## src/cqf_pkg.sv

```systemverilog
// Shared types and codes for the circular queue FIFO core.
// Holds the field widths, action and status codes and the sequencer state type.
// No dependencies.
`timescale 1ns / 1ps

package cqf_pkg;

    // Fixed widths of the channel fields.
    localparam int ACTION_W = 2;
    localparam int VALUE_W  = 32;
    localparam int STATUS_W = 2;
    localparam int CAP_W    = 5;

    // Action codes carried on the input channel.
    localparam logic [ACTION_W-1:0] ACT_ENQUEUE = 2'd0;
    localparam logic [ACTION_W-1:0] ACT_DEQUEUE = 2'd1;
    localparam logic [ACTION_W-1:0] ACT_DISPLAY = 2'd2;

    // Status codes carried on the output channel.
    localparam logic [STATUS_W-1:0] STAT_OK    = 2'd0;
    localparam logic [STATUS_W-1:0] STAT_FULL  = 2'd1;
    localparam logic [STATUS_W-1:0] STAT_EMPTY = 2'd2;

    // Sequencer states.
    typedef enum logic [1:0] {
        ST_IDLE,
        ST_READ,
        ST_OUT
    } cqf_state_t;

endpackage

```

## src/circular_queue_fifo_core.sv

```systemverilog
// Top level of the circular queue FIFO core: sequencer, indices and output register.
// Depends on cqf_pkg and on cqf_ram for the slot storage.
//
//   Channel   Handshake              Payload
//   --------  ---------------------  ------------------------------
//   in        in_valid / in_ready    action[1:0], value[31:0] signed
//   out       out_valid / out_ready  status[1:0], data[31:0] signed, last
//   cfg       cfg_valid / cfg_ready  capacity[4:0]
//
// Enqueue, and any action on an empty queue, goes from IDLE straight to OUT.
// A good dequeue passes through READ before OUT, and a display passes through
// READ and OUT once per listed entry: each slot read goes through the registered
// read port of the slot memory before it reaches the output register.
// Action code 3 is accepted and produces no word. Reset empties the queue and
// sets the capacity to DEPTH; the slot memory itself is not cleared.
// A stall on the output holds the sequencer; no new word is taken meanwhile.
`timescale 1ns / 1ps

module circular_queue_fifo_core
    import cqf_pkg::*;
#(
    parameter int DEPTH = 16
) (
    input  logic                       clk,
    input  logic                       rst_n,
    input  logic                       in_valid,
    output logic                       in_ready,
    input  logic [ACTION_W-1:0]        action,
    input  logic signed [VALUE_W-1:0]  value,
    output logic                       out_valid,
    input  logic                       out_ready,
    output logic [STATUS_W-1:0]        status,
    output logic signed [VALUE_W-1:0]  data,
    output logic                       last,
    input  logic                       cfg_valid,
    output logic                       cfg_ready,
    input  logic [CAP_W-1:0]           capacity
);

    // Index width addresses the slots; count width also holds DEPTH itself.
    localparam int AW   = (DEPTH > 1) ? $clog2(DEPTH) : 1;
    localparam int CW   = $clog2(DEPTH + 1);
    localparam int CMPW = (CW > CAP_W) ? CW : CAP_W;

    cqf_state_t state_reg, state_next;

    logic [AW-1:0]       head_reg, head_next;
    logic [AW-1:0]       tail_reg, tail_next;
    logic [AW-1:0]       walk_reg, walk_next;
    logic [CW-1:0]       count_reg, count_next;
    logic [CW-1:0]       rem_reg, rem_next;
    logic [CW-1:0]       cap_reg, cap_next;
    logic [ACTION_W-1:0] op_reg, op_next;

    logic [STATUS_W-1:0]       out_status_reg, out_status_next;
    logic signed [VALUE_W-1:0] out_data_reg, out_data_next;
    logic                      out_last_reg, out_last_next;

    logic               in_fire;
    logic               cfg_fire;
    logic               is_empty;
    logic               is_full;
    logic               walk_more;
    logic [AW-1:0]      walk_adv;
    logic [CW-1:0]      cap_clamped;
    logic [CMPW-1:0]    cap_wide;

    logic               ram_we;
    logic               ram_re;
    logic [AW-1:0]      ram_raddr;
    logic [VALUE_W-1:0] ram_rdata;

    // Step an index round the ring of active slots.
    function automatic logic [AW-1:0] advance(input logic [AW-1:0] idx,
                                              input logic [CW-1:0] cap);
        logic [CW-1:0] inc;
        inc = CW'(idx) + CW'(1);
        return (inc >= cap) ? '0 : inc[AW-1:0];
    endfunction

    assign in_fire   = in_valid && in_ready;
    assign cfg_fire  = cfg_valid && cfg_ready;
    assign is_empty  = (count_reg == '0);
    assign is_full   = (count_reg >= cap_reg);
    assign walk_adv  = advance(walk_reg, cap_reg);
    assign walk_more = (op_reg == ACT_DISPLAY) && !out_last_reg;

    // Clamp the written capacity into 1 to DEPTH.
    assign cap_wide = CMPW'(capacity);
    always_comb
    begin
        if (capacity == '0)
        begin
            cap_clamped = CW'(1);
        end
        else if (cap_wide > CMPW'(DEPTH))
        begin
            cap_clamped = CW'(DEPTH);
        end
        else
        begin
            cap_clamped = CW'(cap_wide);
        end
    end

    // Next state of the sequencer.
    always_comb
    begin
        state_next = state_reg;
        case (state_reg)
            ST_IDLE:
            begin
                if (in_fire)
                begin
                    case (action)
                        ACT_ENQUEUE: state_next = ST_OUT;
                        ACT_DEQUEUE,
                        ACT_DISPLAY: state_next = is_empty ? ST_OUT : ST_READ;
                        default:     state_next = ST_IDLE;
                    endcase
                end
            end
            ST_READ:
            begin
                state_next = ST_OUT;
            end
            ST_OUT:
            begin
                if (out_ready)
                begin
                    state_next = walk_more ? ST_READ : ST_IDLE;
                end
            end
            default:
            begin
                state_next = ST_IDLE;
            end
        endcase
    end

    // Handshake outputs and slot memory controls.
    always_comb
    begin
        in_ready  = (state_reg == ST_IDLE) && !cfg_valid;
        cfg_ready = (state_reg == ST_IDLE);
        out_valid = (state_reg == ST_OUT);
        ram_we    = (state_reg == ST_IDLE) && in_fire && (action == ACT_ENQUEUE) && !is_full;
        ram_re    = ((state_reg == ST_IDLE) && in_fire && !is_empty
                     && ((action == ACT_DEQUEUE) || (action == ACT_DISPLAY)))
                    || ((state_reg == ST_OUT) && out_ready && walk_more);
        ram_raddr = (state_reg == ST_IDLE) ? head_reg : walk_adv;
    end

    // Indices, counters and the output word.
    always_comb
    begin
        head_next       = head_reg;
        tail_next       = tail_reg;
        walk_next       = walk_reg;
        count_next      = count_reg;
        rem_next        = rem_reg;
        cap_next        = cap_reg;
        op_next         = op_reg;
        out_status_next = out_status_reg;
        out_data_next   = out_data_reg;
        out_last_next   = out_last_reg;
        case (state_reg)
            ST_IDLE:
            begin
                if (cfg_fire)
                begin
                    cap_next   = cap_clamped;
                    head_next  = '0;
                    tail_next  = '0;
                    count_next = '0;
                end
                else if (in_fire)
                begin
                    op_next       = action;
                    walk_next     = head_reg;
                    rem_next      = count_reg;
                    out_data_next = '0;
                    out_last_next = 1'b1;
                    if (action == ACT_ENQUEUE)
                    begin
                        if (is_full)
                        begin
                            out_status_next = STAT_FULL;
                        end
                        else
                        begin
                            out_status_next = STAT_OK;
                            tail_next       = advance(tail_reg, cap_reg);
                            count_next      = count_reg + CW'(1);
                        end
                    end
                    else
                    begin
                        out_status_next = STAT_EMPTY;
                    end
                end
            end
            ST_READ:
            begin
                out_status_next = STAT_OK;
                out_data_next   = ram_rdata;
                if (op_reg == ACT_DEQUEUE)
                begin
                    out_last_next = 1'b1;
                    head_next     = advance(head_reg, cap_reg);
                    count_next    = count_reg - CW'(1);
                end
                else
                begin
                    out_last_next = (rem_reg == CW'(1));
                end
            end
            ST_OUT:
            begin
                if (out_ready && walk_more)
                begin
                    walk_next = walk_adv;
                    rem_next  = rem_reg - CW'(1);
                end
            end
            default:
            begin
            end
        endcase
    end

    // Control registers.
    always_ff @(posedge clk or negedge rst_n)
    begin
        if (!rst_n)
        begin
            state_reg <= ST_IDLE;
            head_reg  <= '0;
            tail_reg  <= '0;
            walk_reg  <= '0;
            count_reg <= '0;
            rem_reg   <= '0;
            cap_reg   <= CW'(DEPTH);
            op_reg    <= ACT_ENQUEUE;
        end
        else
        begin
            state_reg <= state_next;
            head_reg  <= head_next;
            tail_reg  <= tail_next;
            walk_reg  <= walk_next;
            count_reg <= count_next;
            rem_reg   <= rem_next;
            cap_reg   <= cap_next;
            op_reg    <= op_next;
        end
    end

    // Output word register.
    always_ff @(posedge clk)
    begin
        out_status_reg <= out_status_next;
        out_data_reg   <= out_data_next;
        out_last_reg   <= out_last_next;
    end

    assign status = out_status_reg;
    assign data   = out_data_reg;
    assign last   = out_last_reg;

    // Slot storage.
    cqf_ram #(
        .WIDTH (VALUE_W),
        .DEPTH (DEPTH)
    ) u_slots (
        .clk     (clk),
        .wr_en   (ram_we),
        .wr_addr (tail_reg),
        .wr_data (value),
        .rd_en   (ram_re),
        .rd_addr (ram_raddr),
        .rd_data (ram_rdata)
    );

    // The fill level never passes the active capacity.
    a_count_in_range: assert property (@(posedge clk) disable iff (!rst_n)
        count_reg <= cap_reg)
        else $error("entry count exceeds capacity");

    // The write index stays inside the active ring.
    a_tail_in_range: assert property (@(posedge clk) disable iff (!rst_n)
        CW'(tail_reg) < cap_reg)
        else $error("tail index outside the active slots");

    // A slot is only written when the queue has room.
    a_write_has_room: assert property (@(posedge clk) disable iff (!rst_n)
        ram_we |-> (count_reg < cap_reg))
        else $error("slot written on a full queue");

    // An empty word is only offered while the queue holds nothing.
    a_empty_status: assert property (@(posedge clk) disable iff (!rst_n)
        (out_valid && (status == STAT_EMPTY)) |-> is_empty)
        else $error("empty status with entries stored");

    // The READ state is always followed by OUT, where the read data is presented.
    a_read_to_out: assert property (@(posedge clk) disable iff (!rst_n)
        (state_reg == ST_READ) |=> (state_reg == ST_OUT))
        else $error("read data not presented");

endmodule

```

## src/cqf_ram.sv

```systemverilog
// Generic single-port-write, single-port-read RAM with a registered read.
// Used for the slot storage of the circular queue FIFO core. No dependencies.
`timescale 1ns / 1ps

module cqf_ram #(
    parameter int WIDTH = 32,
    parameter int DEPTH = 16
) (
    input  logic                                    clk,
    input  logic                                    wr_en,
    input  logic [((DEPTH > 1) ? $clog2(DEPTH) : 1)-1:0] wr_addr,
    input  logic [WIDTH-1:0]                        wr_data,
    input  logic                                    rd_en,
    input  logic [((DEPTH > 1) ? $clog2(DEPTH) : 1)-1:0] rd_addr,
    output logic [WIDTH-1:0]                        rd_data
);

    logic [WIDTH-1:0] mem [DEPTH];
    logic [WIDTH-1:0] rd_data_reg;

    // Write port.
    always_ff @(posedge clk)
    begin
        if (wr_en)
        begin
            mem[wr_addr] <= wr_data;
        end
    end

    // Registered read port.
    always_ff @(posedge clk)
    begin
        if (rd_en)
        begin
            rd_data_reg <= mem[rd_addr];
        end
    end

    assign rd_data = rd_data_reg;

endmodule

```

## config.mk

```make
export PLATFORM = sky130hd
export DESIGN_NAME = circular_queue_fifo_core
export DESIGN_NICKNAME = d
export VERILOG_FILES = /design/src/cqf_pkg.sv /design/src/circular_queue_fifo_core.sv /design/src/cqf_ram.sv
export SDC_FILE = /design/constraint.sdc
export NUM_CORES = 1
export LEC_CHECK = 0
export BUFFER_PORTS_ARGS = -buffer_cell sky130_fd_sc_hd__buf_2
export CAP_MARGIN = 0
export CORE_MARGIN = 10
export CORE_UTILIZATION = 60
export CTS_CLUSTER_DIAMETER = 80
export DETAILED_ROUTE_END_ITERATION = 7
export HOLD_SLACK_MARGIN = 0.1
export PLACE_DENSITY = 0.77
export SLEW_MARGIN = 20
export SYNTH_ARGS = -nofsm -noshare
export SYNTH_HDL_FRONTEND = slang
export SYNTH_SLANG_ARGS = --single-unit
```

## constraint.sdc

```tcl
create_clock -name clk -period 8.37 [get_ports clk]
set_input_delay 0.837 -clock clk [delete_from_list [all_inputs] [get_ports clk]]
set_output_delay 0.837 -clock clk [all_outputs]
set_load 0.02 [all_outputs]
```

# ---- Word-level counts from Yosys, hierarchy flattened
# Memories as Yosys holds them, arrays and structs flattened. A register that Yosys moved wholly into a read port is not among the register bits.
# Cells that the tools add are included.
dict set report totals {
  ram_bits 512
  ff_bits 66
  wordCells 123
  inputBits 44
  output_inout_bits 38
  memories 1
}
# memory depth width read_ports rd_clocked_by_memory_dff wr line_no
set memory_table {}
lappend memory_table {u_slots.mem 16 32 1 1 1 cqf_ram.sv:18} ;# logic [WIDTH-1:0] mem [DEPTH];
dict set report classes {
  magnitude_cmp 5
  n_reduce_logical 35
  bitwise 1
  n_mux 47
  addsub 6
  eq_ne 17
}
# operator n
set ops {}
lappend ops {{two-way mux 32 bit} 2}
lappend ops {{case mux 32 bit (2 select lines)} 1}
lappend ops {{two-way mux 4 bit} 13}
lappend ops {{two-way mux 5 bit} 10}
lappend ops {{>= comparator 5 bit} 4}
lappend ops {{case mux 5 bit (2 select lines)} 2}
lappend ops {{case mux 4 bit (2 select lines)} 2}
lappend ops {{adder 4 x 1 -> 5 bit (second input constant)} 3}
lappend ops {{logical AND 1 bit} 12}
lappend ops {{two-way mux 2 bit} 6}
lappend ops {{logical NOT 5 bit} 2}
lappend ops {{subtractor 5 x 1 -> 5 bit (second input constant)} 2}
lappend ops {{AND reduction 3 bit} 3}
lappend ops {{inequality test 2 x 1 -> 1 bit (second input constant)} 4}
lappend ops {{case mux 2 bit (2 select lines)} 2}
lappend ops {{AND reduction 4 bit} 2}
lappend ops {{nonzero test 2 bit} 4}
lappend ops {{two-way mux 1 bit} 7}
lappend ops {{equality test 2 x 1 -> 1 bit (second input constant)} 3}
lappend ops {{equality test 2 bit (second input constant)} 3}
lappend ops {{inequality test 2 bit (second input constant)} 3}
lappend ops {{inequality test 3 x 1 -> 1 bit (second input constant)} 2}
lappend ops {{case mux 2 bit (3 select lines)} 1}
lappend ops {{adder 5 x 1 -> 5 bit (second input constant)} 1}
lappend ops {{other kinds (11)} 17}

# ---- Depth between registers and ports, before layout
# Gate-level depths: netlist (run 1).
dict set report logic_depth {
  word_depth 8
  depth_mapped 13
  ltp_nobuf 11
}

# ---- Modules after synthesis
# A second synthesis (run 1) with hierarchy kept.
dict set report hier_totals {
  hier_cells 1179
  hier_area_um2 23761.5
}
# mod seq_area_each_um2 cells_per_inst area_each_um2 n_inst
set modules_own_cells {}
lappend modules_own_cells {cqf_ram 16335.7 838 20155.6 1}
lappend modules_own_cells {circular_queue_fifo_core 1828.0 341 3606.0 1}

# ---- Worst setup path before layout (run 1)
# OpenSTA, ideal clock, no wires.
dict set report synth_path {
  kind {input to register}
  startpoint {input cfg_valid}
  endpoint {memory u_slots.mem[3][0], enable pin}
  arrival_ns 4.082
  stages 5
  n_path_buf 0
  setup_ns 0.461
  setup_slack_ns 3.827
  cell_sequence {nor2_1 > nand4_1 > a31oi_1 > nand2_1 > nor3_1}
}
dict set report synth_between {
  elab_chain_cells 8
}
# element line_no
set synth_rtl {}
lappend synth_rtl {{start, declared} circular_queue_fifo_core.sv:35} ;# input logic cfg_valid,
lappend synth_rtl {{logical NOT 1 bit} circular_queue_fifo_core.sv:144} ;# in_ready = (state_reg == ST_IDLE) && !cfg_valid;
lappend synth_rtl {{logical AND 1 bit} circular_queue_fifo_core.sv:144}
lappend synth_rtl {{logical AND 1 bit} circular_queue_fifo_core.sv:81} ;# assign in_fire = in_valid && in_ready;
lappend synth_rtl {{logical AND 1 bit (3 in a row)} circular_queue_fifo_core.sv:147} ;# ram_we = (state_reg == ST_IDLE) && in_fire && (action == ACT_ENQUEUE) && !is_full;
lappend synth_rtl {{two-way mux 1 bit} cqf_ram.sv:24} ;# if (wr_en)
lappend synth_rtl {{two-way mux 1 bit (not written as such)} cqf_ram.sv:26} ;# mem[wr_addr] <= wr_data;
lappend synth_rtl {{end, declared} cqf_ram.sv:18}
# No other way between the ends.

# ---- Worst setup path after layout (run 1)
dict set report layout_path {
  startpoint {register walk_reg[0]}
  endpoint {register u_slots.rd_data_reg[28], in the netlist u_slots.rd_data[28], read port of u_slots.mem, data pin}
}
dict set report layout_between {
  elab_chain_cells 4
}
# element line_no
set layout_rtl {}
lappend layout_rtl {{start, declared} circular_queue_fifo_core.sv:49} ;# logic [AW-1:0] walk_reg, walk_next;
lappend layout_rtl {{start signal, assigned} circular_queue_fifo_core.sv:251} ;# walk_reg <= walk_next;
lappend layout_rtl {{adder 4 x 1 -> 5 bit (*)} circular_queue_fifo_core.sv:77} ;# inc = CW'(idx) + CW'(1);
lappend layout_rtl {{>= comparator 5 bit} circular_queue_fifo_core.sv:78} ;# return (inc >= cap) ? '0 : inc[AW-1:0];
lappend layout_rtl {{two-way mux 4 bit (*)} circular_queue_fifo_core.sv:78}
lappend layout_rtl {{two-way mux 4 bit (*)} circular_queue_fifo_core.sv:151} ;# ram_raddr = (state_reg == ST_IDLE) ? head_reg : walk_adv;
lappend layout_rtl {{end, declared} cqf_ram.sv:19} ;# logic [WIDTH-1:0] rd_data_reg;
# Mark *: on every way between the ends. The rest lies on a longest branch, timed or not.
# A chain may end at the register's enable or synchronous reset.

==> metrics.cfg, run 1 <==
[status]
run_status = complete, no violations

[clocking]
clock_latency_ns = 0.62
tritoncts = yes
cts-buffers-inserted = 58
clock_tree.htree_level_count = 2
cts.root.buffer_cell = sky130_fd_sc_hd__clkbuf_16
cts_hold_repair.buffers = 0
cts-root-to-sink-buffers = 3
clk_pin_slew_ns = 0.07
postCtsResizedCells = 0
cts.repair_timing.setup_buffer_count = 0
tritoncts_num_sinks = 610

[route]
avgViaCountPerCell = 6.57
wl_per_cell_microns = 25.5
drtIter0Drc = 1859
ant_nets = 0
drcViolationCount = 0
route.final.wire_length_mm = 60.2
route.vias.total = 15500
firstDrtPassIters = 6

[floorplan]
core_area_sq_mm = 0.0410
placementRows = 74
top_level_ports = 82
floorplan.die.height_microns = 224
die_width_microns = 224
die_area_sq_mm = 0.0503
starting_density = 0.610

[sta]
timing_hold_violations_final = 0
fin_crit_sh = 0.634
timing.clock.skew_ns = 0.0264
worst_hold_margin_ns = 0.293
setup_viol_count_final = 0
worst_slew_margin_rel = 0.286
achievable-frequency_mhz = 188
tightestPinTransition_ns = 1.07
timing.setup.tns_ns = 0
maxSlewViolCount = 0
period_needed_ns = 5.31
rsz_0062_raised_after_global_routing = no

[finish]
finish.net_count = 1855
largest_reg_flops = 512
area.growth.synth_to_final_pct = 11.3
post_route_cells_drive_above_1_share = 0.147

[yosys]
synth_enable_flop_cells = 579
synthMuxAreaShare = 0.000450
ys.warnings.count = 0
synth.yosys.seq_area_share = 0.726
synth_cell_types = 58
synth_fp_nets = 1805
post_synth_fa_ha_maj_area_fraction = 0.0165
synthArstFlopShare = 0.0508
yosys.area_share.xor_xnor = 0.00175
syn_area_sq_mm = 0.0250
synth.avg_cell_area_sq_um = 14.5
synthSimpleGateAreaFrac = 0.115
postSynth.topFlopCell = sky130_fd_sc_hd__edfxtp_1
synthesis.instances = 1728
synthesized_area_fraction_occupied_by_ao_oa_aoi_and_oai_cells = 0.113
largest_family_of_logic_cells_by_synthesized_area = simple AND/OR/NAND/NOR gates
synth_seq_cells = 610

[hold_path]
hp-class = input pin to asynchronous set/reset pin

[setup_path]
type_of_the_setup_path_with_the_least_slack = register to register
required_ns = 8.74
worst_setup_path_startpoint = walk_reg[0]
crit_path_max_fanout = 85
critPathLaunchType = register
r2r_start = walk_reg[0]
setup.worst_path.end_class = register
timing.critical_path.arrival_ns = 5.67

[grt]
grt-ovfl-total = 0
grt_pass1_wl_mm = 91.5
grt_pass1_vias = 15400
total_routing_usage_reported_by_global_routing = 0.236
initial_antenna_violation_count = 3
grt_max_degree = 86

[power]
powerDensity_mw_per_mm2 = 288
cellLeakagePower_nw = 9.51
max-vdd-ir-drop_uv = 228
p_total_mw = 8.03

[place]
place.port_buffers = 81
place_congestion = 0.836
detailedPlacementHpwl_mm = 31.8

[flow_run]
timing.max_cap.violations = 0

-- per-layer routing --
| layer | wire (microns) | vias to the layer above | part of all wire | global-route usage |
|---|---|---|---|---|
| met5 | 11 | - | 0.00018 | 0 |
| met4 | 1670 | 2 | 0.028 | 0.0877 |
| met1 | 23500 | 7749 | 0.39 | 0.313 |
| li1 | - | 6851 | - | - |
| met2 | 29900 | 818 | 0.50 | 0.391 |
| met3 | 5130 | 122 | 0.085 | 0.0329 |
-- cell families after synthesis --
family	Yosys count
flip-flops	610
AND/OR/NAND/NOR	581
AO/OA/AOI/OAI	350
buffers and inverters	148
adder cells (fa/ha/maj)	33
XOR/XNOR	5
multiplexers	1
-- cell usage after synthesis (all sizes together) (2+ instances only) --
master | number | area, sq um
and2 | 36 | 230
o21a | 3 | 22.5
nor3 | 11 | 55.1
nand2 | 297 | 1120
o21ai | 30 | 158
buf | 44 | 300
nor3b | 6 | 55.1
nand3 | 8 | 40.0
inv | 22 | 87.6
a21o | 9 | 67.6
nor2 | 32 | 120
nor2b | 2 | 12.5
clkbuf | 81 | 304
a211oi | 128 | 1100
a2111oi | 2 | 23.8
ha | 33 | 413
o31ai | 6 | 45.0
a41oi | 2 | 17.5
a311oi | 128 | 1120
a22o | 2 | 17.5
edfxtp | 579 | 17400
a22oi | 3 | 22.5
a21oi | 18 | 90.1
dfrtp | 30 | 751
o22ai | 4 | 25.0
a31oi | 8 | 50.1
o41ai | 2 | 25.0
and3 | 132 | 826
nand3b | 2 | 15.0
or4 | 32 | 240
nand2b | 18 | 113
xnor2 | 4 | 35.0
-- cell usage in the layout, fill, tap and decap left out, types with 6 or more instances in the layout --
master / instances
sky130_fd_sc_hd__a311oi_1: 128
sky130_fd_sc_hd__and2_1: 33
sky130_fd_sc_hd__o21ai_0: 28
sky130_fd_sc_hd__a21o_1: 9
sky130_fd_sc_hd__a21oi_1: 18
sky130_fd_sc_hd__or4_1: 32
sky130_fd_sc_hd__a211oi_2: 28
sky130_fd_sc_hd__buf_2: 81
sky130_fd_sc_hd__ha_1: 33
sky130_fd_sc_hd__inv_1: 21
sky130_fd_sc_hd__buf_4: 34
sky130_fd_sc_hd__clkinvlp_4: 9
sky130_fd_sc_hd__a211oi_1: 100
sky130_fd_sc_hd__and3_1: 132
sky130_fd_sc_hd__nand2_1: 292
sky130_fd_sc_hd__nand2b_1: 18
sky130_fd_sc_hd__clkbuf_16: 60
sky130_fd_sc_hd__clkinv_1: 12
sky130_fd_sc_hd__o31ai_1: 6
sky130_fd_sc_hd__nor2_4: 13
sky130_fd_sc_hd__edfxtp_1: 579
sky130_fd_sc_hd__nor2_1: 19
sky130_fd_sc_hd__nor3_1: 7
sky130_fd_sc_hd__clkbuf_1: 8
sky130_fd_sc_hd__dfrtp_1: 30
sky130_fd_sc_hd__clkinv_2: 13
sky130_fd_sc_hd__a31oi_1: 6
sky130_fd_sc_hd__nand3_1: 8
-- report_power, final --
group | leakage, nW | internal, mW | switching (mW)
sequential | 5.64 | 3.51 | 0.0781
clock | 0.903 | 1.44 | 1.14
combinational | 2.97 | 0.566 | 1.29
-- worst paths after layout --
check	depth (start not counted)	slack (ns)	endpoint
worst min-delay path	1	0.29	count_reg[3]
worst min register to register	2	0.49	cap_reg[1]
worst max-delay path	12	3.06	u_slots.rd_data[28]
max in group asynchronous	1	7.60	rem_reg[0]
worst max register to register	12	3.06	u_slots.rd_data[28]
min in group clk	2	0.45	cap_reg[0]
-- worst max-delay path: stages, from the launching register on --
cell                       delay, ns
sky130_fd_sc_hd__dfrtp_1        0.49
sky130_fd_sc_hd__ha_1           0.35
sky130_fd_sc_hd__nand2b_1       0.20
sky130_fd_sc_hd__nand2_1        0.09
sky130_fd_sc_hd__ha_1           0.34
sky130_fd_sc_hd__a21o_1         0.12
sky130_fd_sc_hd__a31oi_1        0.07
sky130_fd_sc_hd__o21ai_4        0.15
sky130_fd_sc_hd__buf_4          0.57
sky130_fd_sc_hd__and2_4         0.86
sky130_fd_sc_hd__buf_4          0.87
sky130_fd_sc_hd__a311oi_1       0.23
sky130_fd_sc_hd__or4_1          0.56
-- final cells by class --
type | count | area [sq um]
well taps | 532 | 666
clock inverters | 42 | 359
diodes | 4 | 10.0
fillers | 2683 | 13200
repair buffers | 115 | 661
multi-input cells | 970 | 6360
flip-flops and latches | 610 | 18200
inverters | 23 | 91.3
clock buffers | 68 | 1530
-- through the flow --
stage                util  cells  instance area [sq um]  worst slack, ns
floorplan               -   1728                  25000             3.83
global placement    0.632   2250                  25900             3.43
detailed placement  0.632   2250                  25900             3.19
CTS                 0.678   2360                  27800             3.18
global route        0.679   2362                  27800             2.84
finish              0.679   2364                  27800             3.06
Power figures use the tool's default switching activity.
==> run 2: changes to the inputs <==
==> constraint.sdc (replaced) <==
create_clock -name clk -period 4.9 [get_ports clk]
set_input_delay 0.49 -clock clk [delete_from_list [all_inputs] [get_ports clk]]
set_output_delay 0.49 -clock clk [all_outputs]
set_load 0.02 [all_outputs]
==> metrics.cfg, run 2 (synthesis results as in run 1) <==
[sta]
rsz_0062_raised_after_global_routing = no
timing.setup.tns_ns = 0  ; unchanged
tightestPinTransition_ns = 0.892  ; -0.179 ns
period_needed_ns = 3.97  ; -1.34 ns
worst_hold_margin_ns = 0.142  ; -0.151 ns
fin_crit_sh = 0.811  ; +0.176
worst_slew_margin_rel = 0.404  ; +0.118
maxSlewViolCount = 0  ; unchanged
achievable-frequency_mhz = 252  ; +34%
setup_viol_count_final = 0  ; unchanged
timing.clock.skew_ns = 0.0227  ; -0.00378 ns
timing_hold_violations_final = 0  ; unchanged

[status]
run_status = complete, no violations

[clocking]
cts-root-to-sink-buffers = 3  ; unchanged
clock_latency_ns = 0.63  ; about the same
cts-buffers-inserted = 58  ; unchanged
tritoncts_num_sinks = 610  ; unchanged
tritoncts = yes
postCtsResizedCells = 0  ; unchanged
clock_tree.htree_level_count = 2  ; unchanged
cts.root.buffer_cell = sky130_fd_sc_hd__clkbuf_16
cts_hold_repair.buffers = 3  ; +3
clk_pin_slew_ns = 0.07  ; about the same
cts.repair_timing.setup_buffer_count = 0  ; unchanged

[route]
avgViaCountPerCell = 6.57  ; about the same
drcViolationCount = 0  ; unchanged
route.top_layer_used = met4
route.final.wire_length_mm = 60.1  ; -0.29%
detailroute.wirelength.met3_mm = 4.79  ; -6.7%
drtIter0Drc = 1680  ; -9.6%
detailroute.wirelength.met2_mm = 29.6  ; -0.94%
total_routed_wire_length_on_the_met1_layer_mm = 23.8  ; +1.1%
wl_per_cell_microns = 25.2  ; -1.0%
firstDrtPassIters = 5  ; -1
route.vias.total = 15600  ; +0.69%
ant_nets = 0  ; unchanged

[hold_path]
hp-class = input pin to register

[finish]
finalInstanceArea_sq_mm = 0.0281  ; +1.1%
stdcell_count = 2381  ; +0.72%
mostFrequentLayoutCells = sky130_fd_sc_hd__edfxtp_1, sky130_fd_sc_hd__nand2_1, sky130_fd_sc_hd__and3_1
fillers = 2674  ; -0.34%
mostFrequentLayoutCell = sky130_fd_sc_hd__edfxtp_1
finish.net_count = 1879  ; +1.3%
post_route_cells_drive_above_1_share = 0.152  ; +0.00498
area.growth.synth_to_final_pct = 12.4
multi_input_area_sq_mm = 0.00636  ; unchanged
area.sequential_sq_mm = 0.0182  ; unchanged
largest_reg_flops = 512  ; unchanged

[power]
pwr-share-comb = 0.239  ; +0.007
cellLeakagePower_nw = 9.68  ; +1.7%
intPower_mw = 9.59  ; +74%
share_clk_of_total_power = 0.320  ; -0.002
max-vdd-ir-drop_uv = 521  ; +130%
powerDensity_mw_per_mm2 = 494  ; +71%
power.switching_fraction = 0.310  ; -0.00296
power_frac_seq = 0.440  ; -0.007
power_switching_mw = 4.31  ; +72%

[setup_path]
critPathLaunchType = register
crit_path_max_fanout = 57  ; -33%
required_ns = 5.25  ; -3.49 ns
type_of_the_setup_path_with_the_least_slack = register to register
timing.critical_path.arrival_ns = 4.32  ; -1.35 ns
setup.worst_path.end_class = register

[grt]
total_routing_usage_reported_by_global_routing = 0.236  ; +0.000236
initial_antenna_violation_count = 2  ; -1
grt_max_degree = 71  ; -17%
grt_pass1_vias = 15300  ; -0.58%
grt-ovfl-total = 0  ; unchanged
grt_pass1_wl_mm = 91.3  ; -0.22%

[place]
place_congestion = 0.862  ; +3.2%
place_inst = 2271  ; +0.93%
place.port_buffers = 81  ; unchanged
detailedPlacementHpwl_mm = 33.5  ; +5.3%
place_area_sq_mm = 0.0262  ; +1.0%

[floorplan]
placementRows = 74  ; unchanged
top_level_ports = 82  ; unchanged
floorplan.die.height_microns = 224  ; unchanged
core_area_sq_mm = 0.0410  ; unchanged
die_width_microns = 224  ; unchanged
starting_density = 0.610  ; unchanged
die_area_sq_mm = 0.0503  ; unchanged

[flow_run]
timing.max_cap.violations = 0  ; unchanged

[run 2: metal layers]
layer  up-vias  GRT usage
li1       6895          -
met1      7843      0.316
met2       768      0.386
met3       143     0.0333
met4         0     0.0934
met5         -          0
[run 2: cell type report]
class                   count  share of cell area
diodes                      2            0.000178
clock buffers              67              0.0528
clock inverters            38              0.0143
inverters                  23             0.00325
multi-input cells         970               0.226
flip-flops and latches    610               0.646
well taps                 532              0.0237
repair buffers            139              0.0342
[run 2: through the flow]
stage	total power, mW	worst slack, ns	util
finish	13.9	0.928	0.686
global route	14.5	0.683	0.686
CTS	13.9	0.987	0.686
detailed placement	9.50	0.977	0.639
global placement	9.39	1.12	0.639
floorplan	8.52	0.425	-
[run 2: final timing paths]
check | slack, ns | startpoint | cells after the start | to
hold reg to reg | 0.49 | cap_reg[1] | 2 | cap_reg[1]
max in group asynchronous | 3.96 | rst_n | 2 | tail_reg[1]
setup / recovery | 0.93 | walk_reg[0] | 11 | u_slots.rd_data[18]
setup reg to reg | 0.93 | walk_reg[0] | 11 | u_slots.rd_data[18]
min in group asynchronous | 0.47 | rst_n | 2 | count_reg[2]
hold / removal | 0.14 | capacity[1] | 3 | cap_reg[1]
[run 2: power by group through the flow]
stage                     registers [mW]  clock network, mW  logic, mW
after global placement              6.22                  0       3.17
after floorplan                     6.25                  0       2.27
after global routing                6.15               4.69       3.63
after detailed placement            6.23                  0       3.27
after CTS                           6.12               4.48       3.31
final                               6.12               4.45       3.33
[run 2: critical path: stages (launching register included)]
cell,delay (ns)
sky130_fd_sc_hd__dfrtp_1,0.47
sky130_fd_sc_hd__ha_1,0.34
sky130_fd_sc_hd__nand2b_1,0.19
sky130_fd_sc_hd__nand2_1,0.08
sky130_fd_sc_hd__ha_1,0.31
sky130_fd_sc_hd__a21o_1,0.13
sky130_fd_sc_hd__a31oi_1,0.08
sky130_fd_sc_hd__o21ai_4,0.24
sky130_fd_sc_hd__and2_4,0.72
sky130_fd_sc_hd__buf_4,0.43
sky130_fd_sc_hd__a311oi_1,0.13
sky130_fd_sc_hd__or4_1,0.55
==> run 3: changes to the inputs <==
--- a/config.mk
+++ b/config.mk
@@ -8,11 +8,11 @@
 export BUFFER_PORTS_ARGS = -buffer_cell sky130_fd_sc_hd__buf_2
 export CAP_MARGIN = 0
 export CORE_MARGIN = 10
-export CORE_UTILIZATION = 60
+export CORE_UTILIZATION = 56
 export CTS_CLUSTER_DIAMETER = 80
 export DETAILED_ROUTE_END_ITERATION = 7
 export HOLD_SLACK_MARGIN = 0.1
-export PLACE_DENSITY = 0.77
+export PLACE_DENSITY = 0.76
 export SLEW_MARGIN = 20
 export SYNTH_ARGS = -nofsm -noshare
 export SYNTH_HDL_FRONTEND = slang
==> constraint.sdc (replaced) <==
create_clock -name clk -period 3.2 [get_ports clk]
set_input_delay 0.32 -clock clk [delete_from_list [all_inputs] [get_ports clk]]
set_output_delay 0.32 -clock clk [all_outputs]
set_load 0.02 [all_outputs]
==> metrics.cfg, run 3 (synthesis results as in run 1) <==
[finish]
finalInstanceArea_sq_mm = 0.0312  ; +11%
finish.net_count = 2019  ; +7.5%
largest_reg_flops = 512  ; unchanged
post_route_cells_drive_above_1_share = 0.248  ; +0.0960
area.growth.synth_to_final_pct = 24.9
mostFrequentLayoutCells = sky130_fd_sc_hd__edfxtp_1, sky130_fd_sc_hd__nand2_1, sky130_fd_sc_hd__and3_1, sky130_fd_sc_hd__a311oi_1, sky130_fd_sc_hd__a211oi_2
mostFrequentLayoutCell = sky130_fd_sc_hd__edfxtp_1

[setup_path]
crit_path_max_fanout = 6  ; -89%
critical_path_depth = 12  ; +1
timing.critical_path.arrival_ns = 3.69  ; -0.63 ns
critical_path.most_common_cell = sky130_fd_sc_hd__ha_4
max_stage_delay_ns = 0.55  ; -0.17 ns
critical_path.n_buffers_inverters = 2  ; +1
critPathLaunchType = register
ff2ff_path_depth = 12  ; +1
setup.worst_path.end_class = register
setup.worst_path.end = u_slots.rd_data[29]
type_of_the_setup_path_with_the_least_slack = register to register
r2r_start = walk_reg[0]
worst_setup_path_startpoint = walk_reg[0]
required_ns = 3.55  ; -1.70 ns
critPathTopFamily = simple AND/OR/NAND/NOR gates
worst_path_max_delay_cell = sky130_fd_sc_hd__or4_1
timing.critical_path.cells = ha_4 > and3_1 > ha_4 > a21oi_2 > nor3b_4 > o21ai_4 > and2_4 > buf_6 > clkbuf_16 > a211oi_4 > a311oi_2 > or4_1
worst_r2r_endpoint = u_slots.rd_data[29]
reg2reg_slack_ns = -0.14  ; -1.07 ns

[power]
intPower_mw = 16.7  ; +74%
power.switching_fraction = 0.322  ; +0.0118
power_switching_mw = 7.92  ; +84%
cellLeakagePower_nw = 10.8  ; +12%
share_clk_of_total_power = 0.285  ; -0.035
pwr-share-comb = 0.335  ; +0.096
max-vdd-ir-drop_uv = 487  ; -6.4%
power_frac_seq = 0.381  ; -0.059
powerDensity_mw_per_mm2 = 787  ; +59%

[floorplan]
die_width_microns = 231  ; +3.2%
starting_density = 0.566  ; -0.0442
placementRows = 77  ; +4.1%
die_area_sq_mm = 0.0535  ; +6.5%
core_area_sq_mm = 0.0442  ; +7.8%
floorplan.die.height_microns = 231  ; +3.2%
top_level_ports = 82  ; unchanged

[sta]
period_needed_ns = 3.34  ; -0.630 ns
tightestPinTransition_ns = 0.769  ; -0.123 ns
setup_viol_count_final = 28  ; +28
setup_slack_ns = -0.142  ; -1.07 ns
timing_hold_violations_final = 0  ; unchanged
maxSlewViolCount = 0  ; unchanged
worst_slew_margin_rel = 0.481  ; +0.0767
fin_crit_sh = 1.04  ; +0.234
achievable-frequency_mhz = 299  ; +19%
worst_hold_margin_ns = 0.176  ; +0.0341 ns
rsz_0062_raised_after_global_routing = yes
timing.clock.skew_ns = 0.0283  ; +0.00566 ns

[grt]
grt-ovfl-total = 0  ; unchanged
grt_pass1_vias = 16300  ; +6.2%
grt_max_degree = 43  ; -39%
total_routing_usage_reported_by_global_routing = 0.246  ; +0.00993
grt_pass1_wl_mm = 100  ; +10%
initial_antenna_violation_count = 2  ; unchanged

[route]
drtIter0Drc = 2597  ; +55%
wl_per_cell_microns = 28.3  ; +12%
drcViolationCount = 0  ; unchanged
route.vias.total = 17200  ; +9.9%
ant_nets = 0  ; unchanged
route.final.wire_length_mm = 72.9  ; +21%
firstDrtPassIters = 6  ; +1
avgViaCountPerCell = 6.66  ; +1.4%

[clocking]
clock_latency_ns = 0.63  ; about the same
clk_pin_slew_ns = 0.06  ; about the same
cts-buffers-inserted = 58  ; unchanged
clock_tree.htree_level_count = 2  ; unchanged
tritoncts = yes
tritoncts_num_sinks = 610  ; unchanged
cts-root-to-sink-buffers = 3  ; unchanged
cts.root.buffer_cell = sky130_fd_sc_hd__clkbuf_16

[place]
detailedPlacementHpwl_mm = 32.9  ; -1.9%
place_congestion = 0.832  ; -3.5%
place.port_buffers = 81  ; unchanged
place_area_sq_mm = 0.0270  ; +2.9%
detailedPlace.worstSlack_ns = -0.172  ; -1.15 ns

[hold_path]
hp-class = input pin to register

[flow_run]
timing.max_cap.violations = 0  ; unchanged

[status]
violations = negative setup slack
run_status = complete, but fails checks

run 3: cell count changes in the layout (fill, tap and decap cells not counted), moves of 11 or more:
| cell | before | now |
|---|---|---|
| sky130_fd_sc_hd__buf_6 | 0 | 11 |
| sky130_fd_sc_hd__a211oi_1 | 100 | 22 |
| sky130_fd_sc_hd__a211oi_2 | 28 | 88 |
| sky130_fd_sc_hd__buf_16 | 0 | 13 |
| sky130_fd_sc_hd__buf_4 | 46 | 70 |
| sky130_fd_sc_hd__dlygate4sd3_1 | 3 | 41 |
| sky130_fd_sc_hd__a211oi_4 | 0 | 18 |
| sky130_fd_sc_hd__clkbuf_16 | 58 | 75 |
| sky130_fd_sc_hd__buf_12 | 9 | 44 |
run 3: timing repair:
action / 4_1_cts / 5_1_grt
cloned: 11 / 19
pin swaps: 45 / 64
hold buffers: 41 / 0
hold endpoints to repair: 551 / 0
buffers inserted: 18 / 21
endpoints found under the setup margin: 32 / 32
resized for setup: 87 / 95
run 3: worst reg2reg max path: stages (launching register included):
cell                        delay (ns)
sky130_fd_sc_hd__dfrtp_1          0.42
sky130_fd_sc_hd__ha_4             0.20
sky130_fd_sc_hd__and3_1           0.21
sky130_fd_sc_hd__ha_4             0.24
sky130_fd_sc_hd__a21oi_2          0.18
sky130_fd_sc_hd__nor3b_4          0.25
sky130_fd_sc_hd__o21ai_4          0.15
sky130_fd_sc_hd__and2_4           0.25
sky130_fd_sc_hd__buf_6            0.17
sky130_fd_sc_hd__clkbuf_16        0.17
sky130_fd_sc_hd__a211oi_4         0.20
sky130_fd_sc_hd__a311oi_2         0.09
sky130_fd_sc_hd__or4_1            0.55
run 3: area by class of cell:
| cell class | count | area [sq um] |
|---|---|---|
| Sequential cell | 610 | 18200 |
| Fill cell | 2589 | 13000 |
| Multi-Input combinational cell | 972 | 7200 |
| Timing Repair Buffer | 277 | 3110 |
| Clock buffer | 68 | 1530 |
| Tap cell | 592 | 741 |
| Clock inverter | 37 | 402 |
| Inverter | 23 | 91.3 |
| Antenna cell | 1 | 2.50 |
run 3: worst min-delay path by stage:
stage / start / endpoint / slack [ns] / depth (start not counted)
floorplan: rst_n / cap_reg[0] / 0.02 / 0
global placement: rst_n / op_reg[1] / 0.40 / 1
detailed placement: rst_n / count_reg[2] / 0.42 / 1
CTS: in_valid / op_reg[0] / 0.15 / 3
global route: in_valid / op_reg[0] / 0.25 / 3
finish: in_valid / op_reg[0] / 0.18 / 3
run 3: per-layer routing:
layer | vias to the layer above | wire [microns] | GRT usage
li1 | 7183 | - | -
met1 | 8458 | 25500 | 0.314
met2 | 1293 | 35900 | 0.408
met3 | 256 | 8360 | 0.0426
met4 | 2 | 3120 | 0.106
met5 | - | 13 | 0
run 3: per-stage QoR:
step,TNS (ns),util,instances,power (mW)
after floorplan,-196.03,-,1728,13.0
after global placement,-2.38,0.610,2369,14.8
after detailed placement,-4.15,0.610,2369,15.0
after CTS,-0.191,0.683,2542,23.0
after global routing,-3.96,0.707,2580,25.3
final,-1.28,0.707,2580,24.6
run 3: power groups by stage:
stage / Clock [mW] / Sequential (mW) / Combinational [mW]
floorplan: 0 / 9.56 / 3.48
global placement: 0 / 9.49 / 5.30
detailed placement: 0 / 9.49 / 5.47
CTS: 7.01 / 9.34 / 6.69
global route: 7.33 / 9.38 / 8.63
finish: 7.01 / 9.36 / 8.23
